==> config.mk <==
export PLATFORM = sky130hd
export DESIGN_NAME = strongly_connected_components_core
export DESIGN_NICKNAME = d
export VERILOG_FILES = /design/src/rtl/scc_pkg.sv /design/src/rtl/scc_ram.sv /design/src/rtl/strongly_connected_components_core.sv
export SDC_FILE = /design/constraint.sdc
export NUM_CORES = 2
export LEC_CHECK = 0
export BUFFER_PORTS_ARGS = -buffer_cell sky130_fd_sc_hd__buf_2
export CAP_MARGIN = 30
export CORE_AREA = 2 2 438 440
export CTS_CLUSTER_DIAMETER = 40
export DETAILED_ROUTE_END_ITERATION = 12
export DIE_AREA = 0 0 440 442
export PLACE_DENSITY = 0.75
export SLEW_MARGIN = 25
export SYNTH_ARGS = -nofsm -noshare
export SYNTH_HDL_FRONTEND = slang
export SYNTH_SLANG_ARGS = --single-unit
export TNS_END_PERCENT = 100
==> constraint.sdc <==
create_clock -name clk -period 7.9 [get_ports clk]
set_input_delay 0.395 -clock clk [delete_from_list [all_inputs] [get_ports clk]]
set_output_delay 0.395 -clock clk [all_outputs]
set_load 0.1 [all_outputs]
==> src/rtl/scc_pkg.sv <==
// shared types and constants for the strongly connected components core
// no dependencies
`timescale 1ns / 1ps

package scc_pkg;

  // storage slots of the graph; vertex fields are 5 bits wide
  localparam int unsigned SLOTS = 32;

  // operation codes
  localparam logic [1:0] OP_CLEAR = 2'd0;
  localparam logic [1:0] OP_ADD   = 2'd1;
  localparam logic [1:0] OP_SOLVE = 2'd2;
  localparam logic [1:0] OP_NONE  = 2'd3;

  typedef struct packed {
    logic [1:0] op;
    logic [4:0] source_vertex;
    logic [4:0] target_vertex;
  } in_item_t;

  typedef struct packed {
    logic [4:0] vertex;
    logic [4:0] component;
    logic       first_in_component;
    logic       last;
  } out_item_t;

  typedef enum logic [3:0] {
    S_IDLE,
    S_ADD,
    S_ROOT,
    S_RD,
    S_EXP,
    S_POP,
    S_P2,
    S_P2V,
    S_EMIT,
    S_FLUSH
  } state_t;

endpackage

==> src/rtl/scc_ram.sv <==
// generic single write, single read synchronous ram with registered read
// no dependencies
`timescale 1ns / 1ps

module scc_ram #(
  parameter int WIDTH = 32,
  parameter int DEPTH = 32
) (
  input  logic                     clk,
  input  logic                     wr_en,
  input  logic [$clog2(DEPTH)-1:0] wr_addr,
  input  logic [WIDTH-1:0]         wr_data,
  input  logic [$clog2(DEPTH)-1:0] rd_addr,
  output logic [WIDTH-1:0]         rd_data
);

  logic [WIDTH-1:0] mem [DEPTH];

  // write port and registered read port
  always_ff @(posedge clk) begin
    if (wr_en) begin
      mem[wr_addr] <= wr_data;
    end
    rd_data <= mem[rd_addr];
  end

endmodule

==> src/rtl/strongly_connected_components_core.sv <==
// kosaraju strongly connected components core, top level
// depends on scc_pkg and scc_ram
`timescale 1ns / 1ps
//
// Input channel (in_valid, in_stall, in_data) takes one op per transaction:
// clear graph, add directed edge, or solve. Result channel (out_valid,
// out_stall, out_data) returns, for a solve of a graph with edges, one
// transaction per vertex in use: vertex, component number, first flag, and
// last on the final one. cfg_valid/cfg_ready writes vertex_count; write it
// only while idle. Clear drops the row valid flags at once; add edge reads,
// then writes, one forward and one reverse row.
// Solve is a depth-first sequencer around the adjacency, stack and finish
// order rams: a vertex found takes a row read and a probe, a return to its
// parent a stack read, a row read and a probe, and the second pass adds an
// emit step per vertex and a finish order read and check per entry.
// One result is held back to set the last flag, so a result leaves the core
// once the next one is found, or at the flush at the end.
// in_stall stays high while an op is in progress.
// A stalled receiver freezes the output register; the sequencer waits at
// its next result until the register frees.
// Synchronous reset empties the graph, sets vertex_count to 32 and drops
// out_valid; no clearing pass is needed.
//

module strongly_connected_components_core #(
  parameter int VERTICES = 32
) (
  input  logic               clk,
  input  logic               rst_n,
  input  logic               in_valid,
  output logic               in_stall,
  input  scc_pkg::in_item_t  in_data,
  output logic               out_valid,
  input  logic               out_stall,
  output scc_pkg::out_item_t out_data,
  input  logic               cfg_valid,
  output logic               cfg_ready,
  input  logic [5:0]         cfg_data
);

  localparam int LIM = (VERTICES < 32) ? VERTICES : 32;

  scc_pkg::state_t state_r, state_nxt;

  logic [5:0]  vc_r, vc_nxt;
  logic        edges_r, edges_nxt;
  logic [31:0] fvld_r, fvld_nxt, rvld_r, rvld_nxt;
  logic        fok_r, fok_nxt, rok_r, rok_nxt;
  logic [4:0]  src_r, src_nxt, dst_r, dst_nxt;
  logic [5:0]  i_r, i_nxt;
  logic [4:0]  top_r, top_nxt;
  logic [5:0]  depth_r, depth_nxt;
  logic [31:0] visited_r, visited_nxt;
  logic [5:0]  fcount_r, fcount_nxt;
  logic [5:0]  comp_r, comp_nxt;
  logic        first_r, first_nxt;
  logic        ph2_r, ph2_nxt;
  scc_pkg::out_item_t pend_r, pend_nxt, out_r, out_nxt;
  logic        pend_vld_r, pend_vld_nxt, out_vld_r, out_vld_nxt;

  // ram ports
  logic        f_we, r_we, s_we, o_we;
  logic [4:0]  f_wa, r_wa, f_ra, r_ra, s_wa, s_ra, o_wa, o_ra;
  logic [31:0] f_wd, r_wd, f_rd, r_rd;
  logic [4:0]  s_wd, s_rd, o_wd, o_rd;

  scc_ram #(.WIDTH(32), .DEPTH(scc_pkg::SLOTS)) u_fwd (
    .clk, .wr_en(f_we), .wr_addr(f_wa), .wr_data(f_wd), .rd_addr(f_ra), .rd_data(f_rd));
  scc_ram #(.WIDTH(32), .DEPTH(scc_pkg::SLOTS)) u_rev (
    .clk, .wr_en(r_we), .wr_addr(r_wa), .wr_data(r_wd), .rd_addr(r_ra), .rd_data(r_rd));
  scc_ram #(.WIDTH(5), .DEPTH(scc_pkg::SLOTS)) u_stack (
    .clk, .wr_en(s_we), .wr_addr(s_wa), .wr_data(s_wd), .rd_addr(s_ra), .rd_data(s_rd));
  scc_ram #(.WIDTH(5), .DEPTH(scc_pkg::SLOTS)) u_finish (
    .clk, .wr_en(o_we), .wr_addr(o_wa), .wr_data(o_wd), .rd_addr(o_ra), .rd_data(o_rd));

  // index of lowest set bit
  function automatic logic [4:0] low_index(input logic [31:0] m);
    logic [31:0] iso;
    logic [4:0]  idx;
    iso = m & (~m + 32'd1);
    idx = '0;
    for (int b = 0; b < 5; b++) begin
      for (int k = 0; k < 32; k++) begin
        if (((k >> b) & 1) == 1) idx[b] = idx[b] | iso[k];
      end
    end
    return idx;
  endfunction

  // vertices in use and active mask
  logic [5:0]  n_use;
  logic [31:0] active;
  always_comb begin
    n_use = (vc_r > 6'(LIM)) ? 6'(LIM) : vc_r;
    for (int k = 0; k < 32; k++) active[k] = (6'(k) < n_use);
  end

  logic        in_acc, slot_free, src_ok, dst_ok;
  logic [31:0] row, cand;
  logic [4:0]  u_idx;
  logic        can_push;
  always_comb begin
    in_acc    = in_valid && !in_stall;
    slot_free = !out_vld_r || !out_stall;
    src_ok    = (32'(src_r) < VERTICES);
    dst_ok    = (32'(dst_r) < VERTICES);
    row       = ph2_r ? (rok_r ? r_rd : '0) : (fok_r ? f_rd : '0);
    cand      = row & active & ~visited_r;
    u_idx     = low_index(cand);
    can_push  = (cand != '0) && (depth_r < 6'd32);
  end

  assign in_stall  = (state_r != scc_pkg::S_IDLE);
  assign cfg_ready = 1'b1;
  assign out_valid = out_vld_r;
  assign out_data  = out_r;

  // next state
  always_comb begin
    state_nxt = state_r;
    unique case (state_r)
      scc_pkg::S_IDLE: begin
        if (in_acc) begin
          if (in_data.op == scc_pkg::OP_ADD) state_nxt = scc_pkg::S_ADD;
          else if (in_data.op == scc_pkg::OP_SOLVE && edges_r && n_use != '0)
            state_nxt = scc_pkg::S_ROOT;
        end
      end
      scc_pkg::S_ADD: state_nxt = scc_pkg::S_IDLE;
      scc_pkg::S_ROOT: begin
        if (i_r == n_use) state_nxt = scc_pkg::S_P2;
        else if (!visited_r[i_r[4:0]]) state_nxt = scc_pkg::S_RD;
      end
      scc_pkg::S_RD: state_nxt = scc_pkg::S_EXP;
      scc_pkg::S_EXP: begin
        if (can_push) state_nxt = ph2_r ? scc_pkg::S_EMIT : scc_pkg::S_RD;
        else if (depth_r == 6'd1) state_nxt = ph2_r ? scc_pkg::S_P2 : scc_pkg::S_ROOT;
        else state_nxt = scc_pkg::S_POP;
      end
      scc_pkg::S_POP: state_nxt = scc_pkg::S_RD;
      scc_pkg::S_P2: state_nxt = (i_r == '0) ? scc_pkg::S_FLUSH : scc_pkg::S_P2V;
      scc_pkg::S_P2V: state_nxt = visited_r[o_rd] ? scc_pkg::S_P2 : scc_pkg::S_EMIT;
      scc_pkg::S_EMIT: if (slot_free) state_nxt = scc_pkg::S_RD;
      scc_pkg::S_FLUSH: if (slot_free) state_nxt = scc_pkg::S_IDLE;
      default: state_nxt = scc_pkg::S_IDLE;
    endcase
  end

  // datapath and ram control
  always_comb begin
    vc_nxt = vc_r;         edges_nxt = edges_r;
    fvld_nxt = fvld_r;     rvld_nxt = rvld_r;
    src_nxt = src_r;       dst_nxt = dst_r;
    i_nxt = i_r;           top_nxt = top_r;
    depth_nxt = depth_r;   visited_nxt = visited_r;
    fcount_nxt = fcount_r; comp_nxt = comp_r;
    first_nxt = first_r;   ph2_nxt = ph2_r;
    pend_nxt = pend_r;     pend_vld_nxt = pend_vld_r;
    out_nxt = out_r;       out_vld_nxt = out_vld_r;
    f_we = 1'b0; r_we = 1'b0; s_we = 1'b0; o_we = 1'b0;
    f_wa = src_r; r_wa = dst_r;
    f_wd = (fok_r ? f_rd : '0) | (32'd1 << dst_r);
    r_wd = (rok_r ? r_rd : '0) | (32'd1 << src_r);
    f_ra = top_r; r_ra = top_r;
    s_wa = depth_r[4:0]; s_wd = u_idx; s_ra = 5'(depth_r - 6'd2);
    o_wa = fcount_r[4:0]; o_wd = top_r; o_ra = 5'(i_r - 6'd1);

    // output register drains on a transaction
    if (out_vld_r && !out_stall) out_vld_nxt = 1'b0;
    // configuration write
    if (cfg_valid) vc_nxt = cfg_data;

    unique case (state_r)
      scc_pkg::S_IDLE: begin
        f_ra = in_data.source_vertex;
        r_ra = in_data.target_vertex;
        if (in_acc) begin
          src_nxt = in_data.source_vertex;
          dst_nxt = in_data.target_vertex;
          if (in_data.op == scc_pkg::OP_CLEAR) begin
            fvld_nxt = '0; rvld_nxt = '0; edges_nxt = 1'b0;
          end else if (in_data.op == scc_pkg::OP_SOLVE) begin
            visited_nxt = '0; fcount_nxt = '0; i_nxt = '0; ph2_nxt = 1'b0;
          end
        end
      end
      scc_pkg::S_ADD: begin
        if (src_ok && dst_ok) begin
          f_we = 1'b1; r_we = 1'b1;
          fvld_nxt[src_r] = 1'b1; rvld_nxt[dst_r] = 1'b1;
          edges_nxt = 1'b1;
        end
      end
      scc_pkg::S_ROOT: begin
        if (i_r == n_use) begin
          visited_nxt = '0; comp_nxt = '0; i_nxt = fcount_r; ph2_nxt = 1'b1;
        end else if (visited_r[i_r[4:0]]) begin
          i_nxt = i_r + 6'd1;
        end else begin
          visited_nxt[i_r[4:0]] = 1'b1;
          s_we = 1'b1; s_wa = '0; s_wd = i_r[4:0];
          depth_nxt = 6'd1; top_nxt = i_r[4:0];
        end
      end
      scc_pkg::S_EXP: begin
        if (can_push) begin
          visited_nxt[u_idx] = 1'b1;
          s_we = 1'b1;
          depth_nxt = depth_r + 6'd1;
          top_nxt = u_idx;
          first_nxt = 1'b0;
        end else begin
          if (!ph2_r && fcount_r < 6'd32) begin
            o_we = 1'b1;
            fcount_nxt = fcount_r + 6'd1;
          end
          depth_nxt = depth_r - 6'd1;
          if (depth_r == 6'd1) begin
            if (ph2_r) begin
              comp_nxt = comp_r + 6'd1;
              i_nxt = i_r - 6'd1;
            end else begin
              i_nxt = i_r + 6'd1;
            end
          end
        end
      end
      scc_pkg::S_POP: top_nxt = s_rd;
      scc_pkg::S_P2V: begin
        if (visited_r[o_rd]) begin
          i_nxt = i_r - 6'd1;
        end else begin
          visited_nxt[o_rd] = 1'b1;
          s_we = 1'b1; s_wa = '0; s_wd = o_rd;
          depth_nxt = 6'd1; top_nxt = o_rd; first_nxt = 1'b1;
        end
      end
      scc_pkg::S_EMIT: begin
        if (slot_free) begin
          if (pend_vld_r) begin
            out_nxt = pend_r; out_vld_nxt = 1'b1;
          end
          pend_nxt = '{vertex: top_r, component: comp_r[4:0],
                       first_in_component: first_r, last: 1'b0};
          pend_vld_nxt = 1'b1;
        end
      end
      scc_pkg::S_FLUSH: begin
        if (slot_free) begin
          out_nxt = pend_r; out_nxt.last = 1'b1;
          out_vld_nxt = pend_vld_r; pend_vld_nxt = 1'b0;
        end
      end
      default: ;
    endcase
  end

  // row valid flags are registered with the read address, so they line up with the read data
  always_comb begin
    fok_nxt = fvld_r[f_ra];
    rok_nxt = rvld_r[r_ra];
  end

  // control registers
  always_ff @(posedge clk) begin
    if (!rst_n) begin
      state_r <= scc_pkg::S_IDLE;
      vc_r <= 6'd32;
      edges_r <= 1'b0;
      fvld_r <= '0;
      rvld_r <= '0;
      pend_vld_r <= 1'b0;
      out_vld_r <= 1'b0;
    end else begin
      state_r <= state_nxt;
      vc_r <= vc_nxt;
      edges_r <= edges_nxt;
      fvld_r <= fvld_nxt;
      rvld_r <= rvld_nxt;
      pend_vld_r <= pend_vld_nxt;
      out_vld_r <= out_vld_nxt;
    end
  end

  // working registers
  always_ff @(posedge clk) begin
    fok_r <= fok_nxt;   rok_r <= rok_nxt;
    src_r <= src_nxt;   dst_r <= dst_nxt;
    i_r <= i_nxt;       top_r <= top_nxt;
    depth_r <= depth_nxt;
    visited_r <= visited_nxt;
    fcount_r <= fcount_nxt;
    comp_r <= comp_nxt; first_r <= first_nxt;
    ph2_r <= ph2_nxt;
    pend_r <= pend_nxt; out_r <= out_nxt;
  end

endmodule

* Word level (Yosys, flattened, before mapping)
Memory sizes are Yosys's and may differ from the RTL's. A register that Yosys moved wholly into a read port is not among the register bits.
Cells that the tools add are included.
** Storage, ports and cells
- Register bits after elaboration :: 175
- Memory bits (writable) :: 2368
- Bits of input ports :: 23
- Output and inout bits :: 15
- Word-level logic and storage cells :: 376
- Memories :: 4
** Cells by class
- Add/subtract/negate cells :: 8
- Magnitude comparators :: 47
- Equality and inequality tests :: 33
- Shift-type cells :: 2
- Muxes and demuxes :: 124
- Bitwise logic cells :: 87
- Reductions and logical operators :: 45
** Memories
- u_fwd.mem :: depth 32, bits a word 32, read ports 1, clocked after Yosys merged registers in 1, write ports 1, RTL line scc_ram.sv:17 : logic [WIDTH-1:0] mem [DEPTH];
- u_rev.mem :: depth 32, bits a word 32, read ports 1, clocked after Yosys merged registers in 1, write ports 1, RTL line scc_ram.sv:17
- u_finish.mem :: depth 32, bits a word 5, read ports 1, clocked after Yosys merged registers in 1, write ports 1, RTL line scc_ram.sv:17
- u_stack.mem :: depth 32, bits a word 5, read ports 1, clocked after Yosys merged registers in 1, write ports 1, RTL line scc_ram.sv:17
** Operators by type and width (number)
- $mux 32 :: 12
- $or 32x32->32 :: 7
- $pmux 32 s2 :: 2
- $pmux 32 s4 :: 1
- $mux 6 :: 20
- $and 32x32->32 :: 3
- $lt 5x6->1 const A :: 16
- $or 1x1->1 :: 75
- $not 32->32 :: 2
- $shl 1x5->32 const A :: 2
- $mux 5 :: 12
- $lt 4x6->1 const A :: 8
- $mux 4 :: 11
- $lt 5x6->1 const B :: 7
- $mux 1 :: 37
- $mux 12 :: 3
- $pmux 4 s9 :: 1
- $ne 2x2->1 const B :: 17
- $add 32x1->32 const B :: 1
- $reduce_bool 32->1 :: 1
- $demux 1 s5 :: 5
- $ge 5x1->1 const B :: 5
- $add 6x1->6 const B :: 4
- $lt 3x6->1 const A :: 4
- 42 further kinds :: 90

* Logic depth before layout (Yosys ltp)
- Depth after elaboration :: 30
- Gate-level depth with buffers :: 14
- Depth with buffers taken out :: 9

* Cells and area by module
From an unflattened synthesis, not the netlist that was laid out.
** Second synthesis, totals
- Cells, all modules :: 6468
- Area, all modules :: 105454.9 µm²
** By module, submodules not included
- scc_ram (u_fwd) :: times used 1, cells each 2260, area an instance 40492.6 µm², sequential area each 31390.1 µm²
- scc_ram (u_rev) :: times used 1, cells each 2260, area an instance 40485.1 µm², sequential area each 31390.1 µm²
- strongly_connected_components_core :: times used 1, cells each 1393, area an instance 11788.8 µm², sequential area each 4434.3 µm²
- scc_ram (u_stack) :: times used 1, cells each 277, area an instance 6344.8 µm², sequential area each 4904.7 µm²
- scc_ram (u_finish) :: times used 1, cells each 278, area an instance 6343.6 µm², sequential area each 4904.7 µm²

* Worst setup path before layout
Ideal clock, no wire load.
- Path type :: reg-to-reg
- Start :: register ph2_r
- End :: register visited_r[0], enable pin
- Setup time :: 421 ps
- Arrival :: 3640 ps
- Required time :: 7479 ps
- Setup slack :: 3839 ps
- Stages on the path, launching flop included :: 12
- Buffers on the path :: 3
- Clock period less this slack :: 4061 ps
- Cells stage by stage :: edfxtp_1 > buf_6 > or4bb_1 > a22oi_1 > nor3_2 > nand3_2 > nor3_2 > buf_6 > a31oi_2 > buf_2 > nor2_1 > nor2_1
** Between the ends
- Word-level cells in the longest chain between the ends :: 7
** RTL lines
- start: declaration :: RTL line strongly_connected_components_core.sv:57 : logic ph2_r, ph2_nxt;
- start signal: assignment :: RTL line strongly_connected_components_core.sv:294 : ph2_r <= ph2_nxt;
- $mux 32 :: RTL line strongly_connected_components_core.sv:107 : row = ph2_r ? (rok_r ? r_rd : '0) : (fok_r ? f_rd : '0);
- $and 32x32->32 (2 in series) :: RTL line strongly_connected_components_core.sv:108 : cand = row & active & ~visited_r;
- $reduce_bool 32->1 :: RTL line strongly_connected_components_core.sv:110 : can_push = (cand != '0) && (depth_r < 6'd32);
- $logic_and 1x1->1 :: RTL line strongly_connected_components_core.sv:110
- $ne 2x2->1 (no source line)
- $reduce_and 7->1 (no source line)
- end signal: assignment :: RTL line strongly_connected_components_core.sv:291 : visited_r <= visited_nxt;
- end: declaration :: RTL line strongly_connected_components_core.sv:53 : logic [31:0] visited_r, visited_nxt;
No other way between the ends.
A chain may end at the register's enable or synchronous reset.

* Worst setup path after layout
- Start :: register ph2_r
- End :: memory u_finish.mem[80][2], in the netlist u_finish.mem[10][2], enable pin
** Between the ends
- Word-level cells in the longest chain between the ends :: 9
- Elaborated cells between the ends (all ways) :: 12
- Classes of those cells :: mux (6); bitwise (2); reduce/logical (4)
** RTL lines
- $mux 32 :: RTL line strongly_connected_components_core.sv:107
- $and 32x32->32 (2 in series) :: RTL line strongly_connected_components_core.sv:108
- $reduce_bool 32->1 :: RTL line strongly_connected_components_core.sv:110
- $logic_and 1x1->1 :: RTL line strongly_connected_components_core.sv:110
- $mux 1 * :: RTL line strongly_connected_components_core.sv:206 : if (can_push) begin
- $mux 1 * :: RTL line strongly_connected_components_core.sv:173 : unique case (state_r)
- $mux 1 * :: RTL line scc_ram.sv:21 : if (wr_en) begin
- $mux 1 (not written as such) * :: RTL line scc_ram.sv:22 : mem[wr_addr] <= wr_data;
- end: declaration :: RTL line scc_ram.sv:17
Mark *: on every way between the ends. The rest lies on a longest branch, timed or not.

==> reports/metrics.yaml <==
fin_tns_setup_ns: 0
num_vias: 58140
ys_types: 103
worstMarginPinSlew_ns: 1.121
r2r_setup_slack_ns: 2.98
clk_latency_ns: 0.97
rsz0062_at_grt: "no"
dp_hpwl_mm: 140.1
crit_path_end_kind: "flop"
ctsHtreeMaxLevel: 5
setup_violations: 0
post_cts_buffers: 0
filler_cell_count: 12290
clock_sinks: 2616
crit_type: "flop to flop"
critPathRequiredTime_ns: 8.49
worstSetupStartpointType: "flop"
synthMuxAreaShare: 0.1421
crit_path_max_incr_delay_ns: 0.78
synth-edff-count: 2463
period_share: 0.6228
synthAdderAreaFrac: 0.001805
fmax_mhz: 203.2
dr.pass1.iters: 7
cellPowerDensity_nw_per_um2: 278.2
syn_area_per_cell_sq_um: 18.26
crit_arrival_ns: 5.51
max_cap_violations: 0
synth_compound_area_frac: 0.03062
final_layout_size_suffix_gt1_frac: 0.2565
ys.warnings.count: 0
ir_drop_mv: 0.2505
track_usage: 0.2869
ys.flop_type: "edfxtp_1"
die_h_um: 442
cts_made_buffers: 330
seq_area_frac_synth: 0.7407
rows: 160
syn_nets: 5734
syn_inst: 5696
max-slew-margin-rel: 0.2528
ant_nets: 0
viasPerCell: 6.693
yosys.area_share.simple: 0.06753
clk_pin_slew_worst_paths_ns: 0.06
grt_overflow: 0
grt_pass1_vias: 58090
drc: 0
start_util: 0.5485
drt_iter0_markers: 8478
die_w_um: 440
core_sq_um: 189600
critPathMaxFanout: 73
finalClockSkew_ns: 0.07406
crit_top_cell: "nor3_2"
netlist_area_sq_um: 104000
grt_pass1_wl_mm: 402.2
cpMaxStageDelayCell: "nor3_2"
min_period_ns: 4.920
cts-root-buf: "clkbuf_16"
synth_xor_area_frac: 0.001853
place_congestion: 0.9009
wl_per_cell_um: 32.22
slew_viol_final: 0
hold_path.class: "primary input to flop"
crit_chain: "buf_4, nand3b_1, a211oi_2, nor3_2, nand3_2, nor3_2, a31oi_4, nor4_2, nand2_1, nor2_1"
cts_resized: 0
crit_buf_inv: 1
critical-path-top-delay-family: "simple AND/OR/NAND/NOR gates"
synth-seq-cells: 2616
cts_buffer_depth: 4
nNetsFinal: 5955
hold_ws_ns: 0.2040
synthArstFlopShare: 0
p_leak_nw: 38.87
dieArea_sq_um: 194500
finalHoldViolations: 0
outcome: "finished, final reports clean"
antenna_found_initial: 17
grt_max_degree: 164
synth_top_family_by_area: "multiplexers"
drt-total-wl_mm: 279.8
cts_tree: "yes"
portBuffers: 36
io_pins: 38
area_growth_syn_to_layout_pct: 14.93
==> metal layers <==
metal,vias up,global-route usage,part of all wire
met3,736,0.06661,0.12
met5,-,0,0.00018
met2,4160,0.4505,0.48
met1,29920,0.3895,0.36
met4,6,0.1215,0.046
li1,23320,-,-
==> repair_timing <==
| item | 4_1_cts | 5_1_grt |
|---|---|---|
| setup endpoints to repair | 0 | 0 |
| endpoints found under the hold margin | 24 | 0 |
| hold buffers | 29 | 0 |
==> synth_stat cells (all sizes together), types with 11 or more instances <==
cell | count | area [sq um]
o21a | 69 | 518.0
a22oi | 25 | 187.7
nand2 | 745 | 2799
or3 | 11 | 68.82
o221ai | 21 | 215.2
and2 | 12 | 75.07
a211oi | 11 | 97.60
edfxtp | 2463 | 73960
nor2 | 208 | 790.8
inv | 25 | 93.84
mux2 | 11 | 123.9
nand3b | 33 | 260.3
xor2 | 11 | 96.34
o21ai | 174 | 874.6
a21oi | 55 | 290.3
buf | 141 | 750.7
nand4b | 11 | 96.34
nor2b | 21 | 133.9
dfxtp | 153 | 3063
nand2b | 17 | 106.4
ha | 15 | 187.7
a221oi | 18 | 170.2
nor3 | 29 | 165.2
nand4 | 18 | 146.4
mux4 | 646 | 14550
clkbuf | 200 | 750.7
xnor2 | 11 | 96.34
nand3 | 390 | 1957
==> state kept, by name, summed over array words and instances, names as in the netlist, 11 cells and up <==
signal         cells
out_data          12
u_rev.rd_data     32
u_rev.mem       1024
fvld_r            32
u_stack.mem      160
visited_r         32
u_fwd.mem       1024
u_fwd.rd_data     32
u_finish.mem     160
rvld_r            32
pend_r            11
==> cell type report <==
class                           instances  area, sq um  area share
Sequential cell                      2616        77030      0.6445
Antenna cell                            7        17.52   0.0001466
Timing Repair Buffer                  230         1957     0.01637
Tap cell                             2511         3142     0.02629
Clock inverter                        191         1947     0.01629
Multi-Input combinational cell       2713        26510      0.2218
Inverter                               26        97.59   0.0008166
Clock buffer                          392         8812     0.07374
==> per-stage QoR <==
step | utilization | cells | cell area (sq um) | worst slack (ns) | total power [mW]
2_1_floorplan | - | 5696 | 104000 | 3.839 | 17.75
3_3_place_gp | 0.5689 | 8046 | 107900 | 2.983 | 18.66
3_5_place_dp | 0.5704 | 8059 | 108100 | 2.837 | 18.73
4_1_cts | 0.6287 | 8671 | 119200 | 2.785 | 33.31
5_1_grt | 0.6303 | 8682 | 119500 | 2.616 | 34.09
6_report | 0.6304 | 8686 | 119500 | 2.980 | 33.25
==> placed cells by master (no fill, tap or decap), drive strengths merged, types with 8 or more instances in the layout <==
| cell type | netlist | routed |
|---|---|---|
| dfxtp | 153 | 153 |
| nor2b | 21 | 21 |
| buf | 141 | 201 |
| a221o | 10 | 10 |
| o211ai | 8 | 8 |
| nor2 | 208 | 208 |
| mux4 | 646 | 646 |
| or3 | 11 | 11 |
| o31ai | 9 | 9 |
| clkbuf | 200 | 392 |
| mux2 | 11 | 11 |
| dlygate4sd3 | 0 | 29 |
| clkinvlp | 0 | 32 |
| a221oi | 18 | 18 |
| a31oi | 10 | 10 |
| a21oi | 55 | 55 |
| edfxtp | 2463 | 2463 |
| ha | 15 | 15 |
| xnor2 | 11 | 11 |
| nor3 | 29 | 29 |
| nand3 | 390 | 390 |
| xor2 | 11 | 11 |
| and2 | 12 | 12 |
| or3b | 8 | 8 |
| nand4 | 18 | 18 |
| o21ai | 174 | 174 |
| nand4b | 11 | 11 |
| o21a | 69 | 69 |
| a211oi | 11 | 11 |
| bufinv | 0 | 23 |
| a22oi | 25 | 25 |
| o22ai | 10 | 10 |
| nand3b | 33 | 33 |
| mux2i | 10 | 10 |
| inv | 25 | 82 |
| nand2 | 745 | 745 |
| o221ai | 21 | 21 |
| nand2b | 17 | 17 |
| clkinv | 1 | 80 |
| nor4 | 10 | 10 |
==> worst min-delay path, stage by stage <==
cell and delay, ns:
buf_2 0.10, nor2b_1 0.09, o32a_1 0.39, nand2_1 0.09, a31oi_1 0.03
==> final timing paths <==
kind | end | from | cells past startpoint
worst max-delay path | u_finish.mem[10][2] | ph2_r | 10
worst min-delay path | state_r[1] | in_data[11] | 5
worst max register to register | u_finish.mem[10][2] | ph2_r | 10
worst min register to register | out_data[6] | pend_r[6] | 0
==> cells by family (layout without fill, tap and decap cells) <==
logic type      Yosys count  count (layout)
buf+inv                 367             839
compound gates          465             465
mux                     667             667
other cells               1               8
flops                  2616            2616
fa+ha+maj                15              15
simple gates           1543            1543
xor+xnor                 22              22
==> power breakdown <==
group / internal, mW / switching [mW]
logic: 0.904 / 1.76
registers: 15.6 / 0.266
clock network: 8.82 / 5.88
Power figures use the tool's default switching activity.
